===== config.mk =====
export PLATFORM = sky130hd
export DESIGN_NAME = console_line_editor_core
export DESIGN_NICKNAME = d
export VERILOG_FILES = /design/src/sv/cle_pkg.sv /design/src/sv/cle_ram.sv /design/src/sv/cle_front.sv /design/src/sv/cle_queue.sv /design/src/sv/cle_back.sv /design/src/sv/console_line_editor_core.sv
export SDC_FILE = /design/constraint.sdc
export NUM_CORES = 2
export LEC_CHECK = 0
export BUFFER_PORTS_ARGS = -buffer_cell sky130_fd_sc_hd__buf_4
export CAP_MARGIN = 20
export CORE_MARGIN = 2
export CORE_UTILIZATION = 45
export CTS_CLUSTER_DIAMETER = 60
export DETAILED_ROUTE_END_ITERATION = 16
export PLACE_DENSITY = 0.69
export SYNTH_ARGS = -nofsm -noshare
export SYNTH_HDL_FRONTEND = slang
export SYNTH_SLANG_ARGS = --single-unit

===== constraint.sdc =====
create_clock -name clk -period 5.2 [get_ports clk]
set_input_delay 0 -clock clk [delete_from_list [all_inputs] [get_ports clk]]
set_output_delay 0 -clock clk [all_outputs]
set_load 0.02 [all_outputs]

===== src/sv/cle_pkg.sv =====
// shared types, constants and index helpers for the console line editor
package cle_pkg;

  // line store geometry, indices run modulo twice the depth
  localparam int STORE_DEPTH = 128;
  localparam int IDX_MOD     = 2 * STORE_DEPTH;
  localparam int IDX_W       = $clog2(IDX_MOD);
  localparam int SLOT_W      = $clog2(STORE_DEPTH);
  localparam int CNT_W       = $clog2(STORE_DEPTH + 1);
  localparam int QUEUE_DEPTH = 2;
  localparam int QPTR_W      = $clog2(QUEUE_DEPTH);
  localparam int QCNT_W      = $clog2(QUEUE_DEPTH + 1);

  // key codes
  localparam logic [7:0] KEY_NUL    = 8'h00;
  localparam logic [7:0] KEY_CTRL_B = 8'h02;
  localparam logic [7:0] KEY_CTRL_D = 8'h04;
  localparam logic [7:0] KEY_CTRL_H = 8'h08;
  localparam logic [7:0] KEY_TAB    = 8'h09;
  localparam logic [7:0] KEY_LF     = 8'h0A;
  localparam logic [7:0] KEY_CR     = 8'h0D;
  localparam logic [7:0] KEY_CTRL_O = 8'h0F;
  localparam logic [7:0] KEY_CTRL_P = 8'h10;
  localparam logic [7:0] KEY_CTRL_U = 8'h15;
  localparam logic [7:0] KEY_ESC    = 8'h1B;
  localparam logic [7:0] KEY_DEL    = 8'h7F;
  localparam logic [7:0] PRINT_MIN  = 8'h20;
  localparam logic [7:0] PRINT_MAX  = 8'd126;
  localparam logic [7:0] ECHO_ESC   = 8'h5B;
  localparam logic [7:0] ECHO_TAB   = 8'h20;
  localparam logic [7:0] ECHO_BAD   = 8'h3F;

  // command codes
  localparam logic CMD_KEY  = 1'b0;
  localparam logic CMD_READ = 1'b1;

  // debug request codes
  localparam logic [1:0] DBG_NONE  = 2'd0;
  localparam logic [1:0] DBG_PROCS = 2'd1;
  localparam logic [1:0] DBG_TRACE = 2'd2;
  localparam logic [1:0] DBG_SCHED = 2'd3;

  typedef logic [IDX_W-1:0]  idx_t;
  typedef logic [SLOT_W-1:0] slot_t;

  typedef enum logic [2:0] {
    OP_NONE,
    OP_DEBUG,
    OP_KILL,
    OP_ERASE,
    OP_STORE,
    OP_READ
  } op_code_t;

  // classified item handed from front to back
  typedef struct packed {
    op_code_t   op;
    logic [7:0] key;
    logic [7:0] echo;
    logic [1:0] dbg;
    logic       started;
  } op_t;

  typedef struct packed {
    logic       echo_valid;
    logic [7:0] echo_char;
    logic [7:0] erase_count;
    logic       line_ready;
    logic [1:0] debug_request;
    logic       key_dropped;
    logic       read_valid;
    logic [7:0] read_char;
    logic       read_eof;
    logic       read_empty;
  } res_t;

  typedef enum logic [1:0] {
    ST_IDLE,
    ST_KILL,
    ST_KILL_DONE,
    ST_READ
  } back_state_t;

  function automatic idx_t idx_inc(idx_t x);
    return (x == idx_t'(IDX_MOD - 1)) ? '0 : idx_t'(x + 1'b1);
  endfunction

  function automatic idx_t idx_dec(idx_t x);
    return (x == '0) ? idx_t'(IDX_MOD - 1) : idx_t'(x - 1'b1);
  endfunction

  function automatic idx_t idx_dist(idx_t a, idx_t b);
    logic [IDX_W:0] wrapped;
    wrapped = {1'b0, a} + (IDX_W + 1)'(IDX_MOD) - {1'b0, b};
    return (a >= b) ? idx_t'(a - b) : wrapped[IDX_W-1:0];
  endfunction

  function automatic slot_t idx_slot(idx_t x);
    return (x >= idx_t'(STORE_DEPTH)) ? slot_t'(x - idx_t'(STORE_DEPTH)) : slot_t'(x);
  endfunction

  function automatic logic [7:0] sat_erase(logic [CNT_W-1:0] n);
    return (n > CNT_W'(255)) ? 8'd255 : 8'(n);
  endfunction

endpackage


===== src/sv/cle_ram.sv =====
// generic single write port ram with registered read
module cle_ram #(
  parameter int WIDTH = 8,
  parameter int DEPTH = 128
) (
  input  logic                     clk,
  input  logic                     wr_en,
  input  logic [$clog2(DEPTH)-1:0] wr_addr,
  input  logic [WIDTH-1:0]         wr_data,
  input  logic                     rd_en,
  input  logic [$clog2(DEPTH)-1:0] rd_addr,
  output logic [WIDTH-1:0]         rd_data
);

  logic [WIDTH-1:0] mem [DEPTH];
  logic [WIDTH-1:0] rd_data_r;

  always_ff @(posedge clk) begin
    if (wr_en) begin
      mem[wr_addr] <= wr_data;
    end
    if (rd_en) begin
      rd_data_r <= mem[rd_addr];
    end
  end

  assign rd_data = rd_data_r;

endmodule


===== src/sv/cle_front.sv =====
// front end: classifies an incoming item into an operation for the back end
module cle_front (
  input  logic         command,
  input  logic [7:0]   key_char,
  input  logic         read_started,
  output cle_pkg::op_t op
);

  logic [7:0] key_map;

  // carriage return is stored as line feed
  assign key_map = (key_char == cle_pkg::KEY_CR) ? cle_pkg::KEY_LF : key_char;

  always_comb begin
    op         = '0;
    op.op      = cle_pkg::OP_NONE;
    op.key     = key_map;
    op.started = read_started;
    op.dbg     = cle_pkg::DBG_NONE;

    // echo mapping
    if (key_map == cle_pkg::KEY_ESC) begin
      op.echo = cle_pkg::ECHO_ESC;
    end else if (key_map == cle_pkg::KEY_TAB) begin
      op.echo = cle_pkg::ECHO_TAB;
    end else if ((key_map < cle_pkg::PRINT_MIN || key_map > cle_pkg::PRINT_MAX) &&
                 key_map != cle_pkg::KEY_LF) begin
      op.echo = cle_pkg::ECHO_BAD;
    end else begin
      op.echo = key_map;
    end

    if (command == cle_pkg::CMD_READ) begin
      op.op = cle_pkg::OP_READ;
    end else begin
      priority if (key_char == cle_pkg::KEY_CTRL_P) begin
        op.op  = cle_pkg::OP_DEBUG;
        op.dbg = cle_pkg::DBG_PROCS;
      end else if (key_char == cle_pkg::KEY_CTRL_B) begin
        op.op  = cle_pkg::OP_DEBUG;
        op.dbg = cle_pkg::DBG_TRACE;
      end else if (key_char == cle_pkg::KEY_CTRL_O) begin
        op.op  = cle_pkg::OP_DEBUG;
        op.dbg = cle_pkg::DBG_SCHED;
      end else if (key_char == cle_pkg::KEY_CTRL_U) begin
        op.op = cle_pkg::OP_KILL;
      end else if (key_char == cle_pkg::KEY_CTRL_H || key_char == cle_pkg::KEY_DEL) begin
        op.op = cle_pkg::OP_ERASE;
      end else if (key_char != cle_pkg::KEY_NUL) begin
        op.op = cle_pkg::OP_STORE;
      end else begin
        op.op = cle_pkg::OP_NONE;
      end
    end
  end

endmodule


===== src/sv/cle_queue.sv =====
// short fifo of classified operations between front and back
module cle_queue (
  input  logic         clk,
  input  logic         rst_n,
  input  logic         push,
  input  cle_pkg::op_t push_op,
  output logic         full,
  input  logic         pop,
  output logic         not_empty,
  output cle_pkg::op_t head_op
);

  cle_pkg::op_t                entry_r [cle_pkg::QUEUE_DEPTH];
  logic [cle_pkg::QPTR_W-1:0]  wr_ptr_r, wr_ptr_nxt;
  logic [cle_pkg::QPTR_W-1:0]  rd_ptr_r, rd_ptr_nxt;
  logic [cle_pkg::QCNT_W-1:0]  count_r, count_nxt;

  assign full      = (count_r == cle_pkg::QCNT_W'(cle_pkg::QUEUE_DEPTH));
  assign not_empty = (count_r != '0);
  assign head_op   = entry_r[rd_ptr_r];

  function automatic logic [cle_pkg::QPTR_W-1:0] ptr_inc(logic [cle_pkg::QPTR_W-1:0] p);
    return (p == cle_pkg::QPTR_W'(cle_pkg::QUEUE_DEPTH - 1)) ? '0 : cle_pkg::QPTR_W'(p + 1'b1);
  endfunction

  always_comb begin
    wr_ptr_nxt = push ? ptr_inc(wr_ptr_r) : wr_ptr_r;
    rd_ptr_nxt = pop ? ptr_inc(rd_ptr_r) : rd_ptr_r;
    count_nxt  = count_r;
    if (push && !pop) begin
      count_nxt = cle_pkg::QCNT_W'(count_r + 1'b1);
    end else if (pop && !push) begin
      count_nxt = cle_pkg::QCNT_W'(count_r - 1'b1);
    end
  end

  always_ff @(posedge clk) begin
    if (!rst_n) begin
      wr_ptr_r <= '0;
      rd_ptr_r <= '0;
      count_r  <= '0;
    end else begin
      wr_ptr_r <= wr_ptr_nxt;
      rd_ptr_r <= rd_ptr_nxt;
      count_r  <= count_nxt;
    end
  end

  always_ff @(posedge clk) begin
    if (push) begin
      entry_r[wr_ptr_r] <= push_op;
    end
  end

endmodule


===== src/sv/cle_back.sv =====
// back end: executes operations on the line store and holds the result register
module cle_back (
  input  logic          clk,
  input  logic          rst_n,
  input  logic          op_valid,
  input  cle_pkg::op_t  op,
  output logic          op_pop,
  output logic          res_valid,
  output cle_pkg::res_t res,
  input  logic          res_stall
);

  cle_pkg::back_state_t     st_r, st_nxt;
  cle_pkg::idx_t            rd_idx_r, rd_idx_nxt;
  cle_pkg::idx_t            cm_idx_r, cm_idx_nxt;
  cle_pkg::idx_t            ed_idx_r, ed_idx_nxt;
  logic [cle_pkg::CNT_W-1:0] cnt_r, cnt_nxt;
  logic                     started_r, started_nxt;
  logic                     res_valid_r, res_valid_nxt;
  cle_pkg::res_t            res_r, res_nxt;

  logic                     res_room;
  logic                     load;
  cle_pkg::res_t            res_new;
  cle_pkg::idx_t            ed_dec;
  cle_pkg::idx_t            ed_inc;
  logic                     ram_we;
  cle_pkg::slot_t           ram_waddr;
  logic                     ram_re;
  cle_pkg::slot_t           ram_raddr;
  logic [7:0]               ram_rdata;

  cle_ram #(
    .WIDTH (8),
    .DEPTH (cle_pkg::STORE_DEPTH)
  ) u_store (
    .clk     (clk),
    .wr_en   (ram_we),
    .wr_addr (ram_waddr),
    .wr_data (op.key),
    .rd_en   (ram_re),
    .rd_addr (ram_raddr),
    .rd_data (ram_rdata)
  );

  assign res_room = !res_valid_r || !res_stall;
  assign ed_dec   = cle_pkg::idx_dec(ed_idx_r);
  assign ed_inc   = cle_pkg::idx_inc(ed_idx_r);

  always_comb begin
    st_nxt      = st_r;
    rd_idx_nxt  = rd_idx_r;
    cm_idx_nxt  = cm_idx_r;
    ed_idx_nxt  = ed_idx_r;
    cnt_nxt     = cnt_r;
    started_nxt = started_r;
    op_pop      = 1'b0;
    load        = 1'b0;
    res_new     = '0;
    ram_we      = 1'b0;
    ram_waddr   = cle_pkg::idx_slot(ed_idx_r);
    ram_re      = 1'b0;
    ram_raddr   = cle_pkg::idx_slot(ed_dec);

    unique case (st_r)
      cle_pkg::ST_IDLE: begin
        if (op_valid && res_room) begin
          op_pop = 1'b1;
          unique case (op.op)
            cle_pkg::OP_NONE: begin
              load = 1'b1;
            end
            cle_pkg::OP_DEBUG: begin
              load                  = 1'b1;
              res_new.debug_request = op.dbg;
            end
            cle_pkg::OP_ERASE: begin
              load = 1'b1;
              if (ed_idx_r != cm_idx_r) begin
                ed_idx_nxt          = ed_dec;
                res_new.erase_count = 8'd1;
              end
            end
            cle_pkg::OP_STORE: begin
              load = 1'b1;
              if (cle_pkg::idx_dist(ed_idx_r, rd_idx_r) < cle_pkg::idx_t'(cle_pkg::STORE_DEPTH))
              begin
                ram_we             = 1'b1;
                res_new.echo_valid = 1'b1;
                res_new.echo_char  = op.echo;
                ed_idx_nxt         = ed_inc;
                // line ends on newline, tab, end of file or a full store
                if (op.key == cle_pkg::KEY_LF || op.key == cle_pkg::KEY_TAB ||
                    op.key == cle_pkg::KEY_CTRL_D ||
                    cle_pkg::idx_dist(ed_inc, rd_idx_r) ==
                    cle_pkg::idx_t'(cle_pkg::STORE_DEPTH)) begin
                  cm_idx_nxt         = ed_inc;
                  res_new.line_ready = 1'b1;
                end
              end else begin
                res_new.key_dropped = 1'b1;
              end
            end
            cle_pkg::OP_KILL: begin
              if (ed_idx_r == cm_idx_r) begin
                load = 1'b1;
              end else begin
                ram_re  = 1'b1;
                cnt_nxt = '0;
                st_nxt  = cle_pkg::ST_KILL;
              end
            end
            cle_pkg::OP_READ: begin
              if (rd_idx_r == cm_idx_r) begin
                load               = 1'b1;
                res_new.read_empty = 1'b1;
              end else begin
                ram_re      = 1'b1;
                ram_raddr   = cle_pkg::idx_slot(rd_idx_r);
                started_nxt = op.started;
                st_nxt      = cle_pkg::ST_READ;
              end
            end
            default: begin
              load = 1'b1;
            end
          endcase
        end
      end

      // one stored character checked per cycle, walking back from the edit index
      cle_pkg::ST_KILL: begin
        if (ram_rdata == cle_pkg::KEY_LF) begin
          st_nxt = cle_pkg::ST_KILL_DONE;
        end else begin
          ed_idx_nxt = ed_dec;
          cnt_nxt    = cle_pkg::CNT_W'(cnt_r + 1'b1);
          if (ed_dec == cm_idx_r) begin
            st_nxt = cle_pkg::ST_KILL_DONE;
          end else begin
            ram_re    = 1'b1;
            ram_raddr = cle_pkg::idx_slot(cle_pkg::idx_dec(ed_dec));
          end
        end
      end

      cle_pkg::ST_KILL_DONE: begin
        if (res_room) begin
          load                = 1'b1;
          res_new.erase_count = cle_pkg::sat_erase(cnt_r);
          st_nxt              = cle_pkg::ST_IDLE;
        end
      end

      cle_pkg::ST_READ: begin
        if (res_room) begin
          load   = 1'b1;
          st_nxt = cle_pkg::ST_IDLE;
          if (ram_rdata == cle_pkg::KEY_CTRL_D) begin
            res_new.read_eof = 1'b1;
            if (!started_r) begin
              rd_idx_nxt = cle_pkg::idx_inc(rd_idx_r);
            end
          end else begin
            rd_idx_nxt         = cle_pkg::idx_inc(rd_idx_r);
            res_new.read_valid = 1'b1;
            res_new.read_char  = ram_rdata;
          end
        end
      end

      default: begin
        st_nxt = cle_pkg::ST_IDLE;
      end
    endcase

    if (load) begin
      res_valid_nxt = 1'b1;
      res_nxt       = res_new;
    end else begin
      res_valid_nxt = res_valid_r && res_stall;
      res_nxt       = res_r;
    end
  end

  always_ff @(posedge clk) begin
    if (!rst_n) begin
      st_r        <= cle_pkg::ST_IDLE;
      rd_idx_r    <= '0;
      cm_idx_r    <= '0;
      ed_idx_r    <= '0;
      res_valid_r <= 1'b0;
    end else begin
      st_r        <= st_nxt;
      rd_idx_r    <= rd_idx_nxt;
      cm_idx_r    <= cm_idx_nxt;
      ed_idx_r    <= ed_idx_nxt;
      res_valid_r <= res_valid_nxt;
    end
  end

  always_ff @(posedge clk) begin
    cnt_r     <= cnt_nxt;
    started_r <= started_nxt;
    res_r     <= res_nxt;
  end

  assign res_valid = res_valid_r;
  assign res       = res_r;

endmodule


===== src/sv/console_line_editor_core.sv =====
// top level of the console line editor: front, operation queue and back end
//
// usage
// - input channel (in_*): one transfer per key or read request; in_command
//   selects a key from the serial side or a read of one committed character
// - output channel (out_*): exactly one result transfer per input transfer,
//   in input order; fields of the other command read as zero
// - the front classifies each transfer and pushes it into a two-entry queue;
//   in_stall is high only while that queue is full
// - plain keys, erase and debug keys pass the queue entry register and the
//   result register; a read adds the registered line store read, and ctrl-u
//   erasing n characters (at most 127, one below the store depth since a
//   full store commits) adds a walk, one stored character checked per cycle
//   through the line store read port
// - throughput: one item per cycle for keys that do not read the store, while
//   out_stall is low; a read or ctrl-u ends before the next item is taken
// - out_stall holds the result register; the back end then stops, the queue
//   fills and in_stall rises, nothing is lost or repeated
// - reset (rst_n low, synchronous) zeroes the read, commit and edit indices
//   and empties the queue; store contents are not cleared, no entry is read
//   before it has been written
module console_line_editor_core (
  input  logic       clk,
  input  logic       rst_n,
  // input channel
  input  logic       in_valid,
  output logic       in_stall,
  input  logic       in_command,
  input  logic [7:0] in_key_char,
  input  logic       in_read_started,
  // result channel
  output logic       out_valid,
  input  logic       out_stall,
  output logic       out_echo_valid,
  output logic [7:0] out_echo_char,
  output logic [7:0] out_erase_count,
  output logic       out_line_ready,
  output logic [1:0] out_debug_request,
  output logic       out_key_dropped,
  output logic       out_read_valid,
  output logic [7:0] out_read_char,
  output logic       out_read_eof,
  output logic       out_read_empty
);

  cle_pkg::op_t  front_op;
  cle_pkg::op_t  head_op;
  logic          q_full;
  logic          q_not_empty;
  logic          q_pop;
  logic          in_xfer;
  cle_pkg::res_t res;

  assign in_stall = q_full;
  assign in_xfer  = in_valid && !q_full;

  // classify the incoming item
  cle_front u_front (
    .command      (in_command),
    .key_char     (in_key_char),
    .read_started (in_read_started),
    .op           (front_op)
  );

  // decouples input acceptance from store walks in the back end
  cle_queue u_queue (
    .clk       (clk),
    .rst_n     (rst_n),
    .push      (in_xfer),
    .push_op   (front_op),
    .full      (q_full),
    .pop       (q_pop),
    .not_empty (q_not_empty),
    .head_op   (head_op)
  );

  // line store, indices and result register
  cle_back u_back (
    .clk       (clk),
    .rst_n     (rst_n),
    .op_valid  (q_not_empty),
    .op        (head_op),
    .op_pop    (q_pop),
    .res_valid (out_valid),
    .res       (res),
    .res_stall (out_stall)
  );

  assign out_echo_valid    = res.echo_valid;
  assign out_echo_char     = res.echo_char;
  assign out_erase_count   = res.erase_count;
  assign out_line_ready    = res.line_ready;
  assign out_debug_request = res.debug_request;
  assign out_key_dropped   = res.key_dropped;
  assign out_read_valid    = res.read_valid;
  assign out_read_char     = res.read_char;
  assign out_read_eof      = res.read_eof;
  assign out_read_empty    = res.read_empty;

`ifndef SYNTHESIS
  // a delivered character excludes end of file and empty
  a_read_exclusive: assert property (@(posedge clk) disable iff (!rst_n)
    out_valid && out_read_valid |-> !out_read_eof && !out_read_empty)
    else $error("read result flags conflict");

  // a dropped key is never echoed nor commits a line
  a_drop_no_echo: assert property (@(posedge clk) disable iff (!rst_n)
    out_valid && out_key_dropped |-> !out_echo_valid && !out_line_ready)
    else $error("dropped key echoed or committed");

  // a line is committed only by a stored, echoed key
  a_commit_echo: assert property (@(posedge clk) disable iff (!rst_n)
    out_valid && out_line_ready |-> out_echo_valid)
    else $error("line committed without echo");

  // key results and read results never mix
  a_cmd_exclusive: assert property (@(posedge clk) disable iff (!rst_n)
    out_valid && (out_echo_valid || out_erase_count != 8'd0 || out_key_dropped) |->
    !out_read_valid && !out_read_eof && !out_read_empty)
    else $error("key and read result mixed");
`endif

endmodule

==> out/metrics.yaml <==
run_status:
  status: "finished clean"
clocking:
  root_buffer: "clkbuf_16"
  h-tree-depth: 3
  cts_tree: "done"
  cts_sinks: 1149
  clk_transition_reported_paths_ns: 0.06
  clk_latency_ns: 0.71
  cts.path.max_buffers: 3
  cts_buffers: 109
logic_synthesis:
  synth_edf_count: 1117
  synth_cells: 3686
  async_flop_share_pct: 0
  ys.flop_type: "edfxtp_1"
  syn-cell-area_sq_um: 48500
  synth_warnings: 0
  synth_most_common_cell: "edfxtp_1"
  synthTopCellsByCount: "edfxtp_1, nand2_1, nand3_1"
  synthTopCellsByArea: "edfxtp_1, nand2_1, nand3_1"
  ys_ff_latch: 1149
  ys_seq_area_share_pct: 70.5
  syn_area_per_cell_sq_um: 13.2
  yosysUniqueCellTypes: 90
  yosysTopAreaCell: "edfxtp_1"
  synth_top_area_share_pct: 69.1
min_path:
  holdPathStages: 2
  min_from: "in_read_started"
  hold_path.class: "in2reg"
  hold_end: "u_queue.entry_r[0][0]$_DFFE_PP_"
pwr:
  p_leak_nw: 19.6
  ir_worst_vdd_mv: 0.635
  p_sw_share_pct: 38.6
  combPwrFrac_pct: 41.3
  power_density_nw_per_um2: 594
  clkPwrFrac_pct: 23.7
  p_int_mw: 20.1
  switchingPower_mw: 12.6
  p_seq_share_pct: 35.0
routing:
  dr.pass1.iters: 6
  vias: 31300
  drc_errors: 0
  wl_per_cell_um: 24.3
  drt_iter0_markers: 4310
  ant_nets: 0
  wirelength_mm: 129
  viasPerCell: 5.92
worst_setup_path:
  crit_fanout: 37
  cp.depth: 15
  crit-reg2reg-launch: "u_back.ed_idx_r[3]$_SDFFE_PN0P_"
  crit_type: "reg2reg"
  timing.critical_path.from: "u_back.ed_idx_r[3]$_SDFFE_PN0P_"
  cpLargestDelayFamily: "simple AND/OR/NAND/NOR gates"
  endpoint_kind: "flop"
  crit_chain: "or4_1 > buf_4 > or2_2 > o21ai_0 > a32oi_1 > a211o_2 > a211oi_4 > clkbuf_16 > buf_16 > mux2i_1 > mux2i_1 > mux2i_2 > o211ai_1 > nor4_1 > nand4_1"
  rr_endpoint: "u_back.u_store.rd_data[6]$_DFFE_PP_"
  crit_path_top_delay_cell: "or4_1"
  start_kind: "flop"
  cpMostUsedCell: "mux2i_1"
  arrival_ns: 5.54
  cp.required_ns: 5.62
  r2r_slack_ns: 0.08
  cpPeakStageDelay_ns: 0.68
  crit_buf_inv: 3
  r2r_cells: 15
timing:
  min_period_over_period_pct: 98.5
  fin_skew_ns: 0.0327
  fin_crit_ns: 5.12
  worst_slew_pin_slew_ns: 1.07
  max_slew_margin_pct: 28.5
  fin_ws_ns: 0.0794
  rsz0062_at_grt: "yes"
  setup_viol: 0
  fmax_ghz: 0.195
  finalHoldViolCount: 0
  drv_slew: 0
  tns_ns: 0
floorplan:
  fp.dieH_um: 332
  die-width_um: 332
  core_sq_um: 107000
  std_cell_rows: 120
  die-area_sq_um: 110000
  initial_core_util_pct: 45.3
  ioPinCount: 48
global_routing:
  grt-ovfl-total: 0
  grt_max_degree: 97
  antenna_found_initial: 1
  grt_first_pass_wirelength_mm: 191
  grtUsageTotal_pct: 22.6
  grt_pass1_vias: 29600
layout:
  syn2layout_area_growth_pct: 13.4
  antenna_cells: 0
  fillCellCount: 8847
  fin_nets: 3835
  utilization_pct: 51.4
  final_cell_count_no_fill: 5291
  drive_gt1_share_pct: 12.3
place:
  placed_cells: 5072
  pre_cts_ws_ns: -0.198
  gp_congestion: 0.954
  dp.final_hpwl_mm: 79.6
  io_buffers: 47
run:
  maxCapViolations: 0
==> layout by cell type, fill, tap and decap left out, types with 20 or more instances in the layout <==
cell and n:
buf_12 20, and2_1 22, xor2_1 23, nor2_1 279
clkinv_2 23, clkbuf_16 111, mux2i_1 196, dfxtp_1 32
nor3_1 34, nand2_1 668, buf_4 192, nand3_1 396
edfxtp_1 1117, a211oi_1 37, clkinv_1 21, a31oi_1 29
o21ai_0 49, and3_1 45, o22ai_1 26, ha_1 20
a32o_1 24, clkbuf_1 21, a21oi_1 56, nand4_1 50
inv_1 31, mux2_2 23, xnor2_1 30
==> metrics by stage <==
step / power, mW / hold WS [ns] / area [sq um]
floorplan: 19.4 / 0.0989 / 48500
global route: 33.9 / 0.0526 / 55000
global placement: 24.4 / 0.194 / 51200
detailed placement: 24.5 / 0.199 / 51200
finish: 32.7 / 0.0469 / 55000
CTS: 32.3 / 0.00245 / 54800
==> worst register-to-register path, cell delays in order, from the launching register on <==
cell and delay [ns]:
dfxtp_1 0.30, or4_1 0.68, buf_4 0.25, or2_2 0.40, o21ai_0 0.11, a32oi_1 0.21
a211o_2 0.47, a211oi_4 0.41, clkbuf_16 0.32, buf_16 0.34, mux2i_1 0.23, mux2i_1 0.18
mux2i_2 0.35, o211ai_1 0.19, nor4_1 0.26, nand4_1 0.13
==> cell families (layout without fill, tap and decap cells) <==
group	after synthesis	count (layout)	synth area share, %
buffers and inverters	265	466	2.48
muxes	240	240	5.34
other	1	2	0.00773
AOI/OAI and AO/OA	369	369	5.57
and+or+nand+nor	1587	1587	14.6
xor gates and xnor gates	54	54	0.975
adders and majority gates	21	21	0.557
DFF	1149	1149	70.5
==> worst max-delay path by stage <==
stage	slack, ns	endpoint
after detailed placement	-0.20	u_back.u_store.rd_data[6]$_DFFE_PP_
after global placement	-0.10	u_back.u_store.rd_data[6]$_DFFE_PP_
final	0.08	u_back.u_store.rd_data[6]$_DFFE_PP_
after CTS	0.02	u_back.u_store.rd_data[3]$_DFFE_PP_
after global routing	-0.03	u_back.u_store.rd_data[6]$_DFFE_PP_
after floorplan	0.50	u_back.u_store.rd_data[1]$_DFFE_PP_
==> sequential cells by signal (all words and copies together), names as in the netlist, named ones only <==
register,cells
u_queue.count_r,2
u_back.st_r,2
u_back.res_valid,1
u_back.ed_idx_r,8
u_back.u_store.rd_data,8
u_back.started_r,1
u_back.cm_idx_r,8
u_back.rd_idx_r,8
u_queue.wr_ptr_r,1
u_queue.entry_r,44
u_queue.rd_ptr_r,1
u_back.cnt_r,8
u_back.u_store.mem,1024
u_back.res,32
==> cell type report <==
cell class / instances / area, sq um / share of cell area, %
flip-flops and latches: 1149 / 34200 / 62.1
well taps: 1403 / 1760 / 3.19
repair buffers: 234 / 2130 / 3.88
inverters: 33 / 129 / 0.234
multi-input cells: 2273 / 13400 / 24.3
clock inverters: 69 / 653 / 1.19
clock buffers: 130 / 2810 / 5.10
==> power groups by stage <==
stage          Combinational [mW]  Clock (mW)  Sequential (mW)
2_1_floorplan                7.57           0             11.8
3_3_place_gp                 12.7           0             11.6
3_5_place_dp                 12.9           0             11.7
4_1_cts                      13.0        7.82             11.5
5_1_grt                      14.3        8.17             11.5
6_report                     13.5        7.76             11.5
==> per-layer routing <==
metal  track usage, %  vias up  share of wire [%]
met4             8.78        0                4.2
met5                0        -                  0
met1             31.8    15500                 40
li1                 -    14000                  -
met2             35.5     1608                 46
met3             3.64      261                9.6
==> timing repair <==
action | in CTS | in global routing
buffers inserted | 0 | 2
setup endpoints to repair | 7 | 8
hold endpoints to repair | 83 | 0
gates resized for setup | 7 | 27
cloned | 0 | 2
hold buffers | 15 | 0
pin swaps | 0 | 1
(Power assumes the default switching activity.)
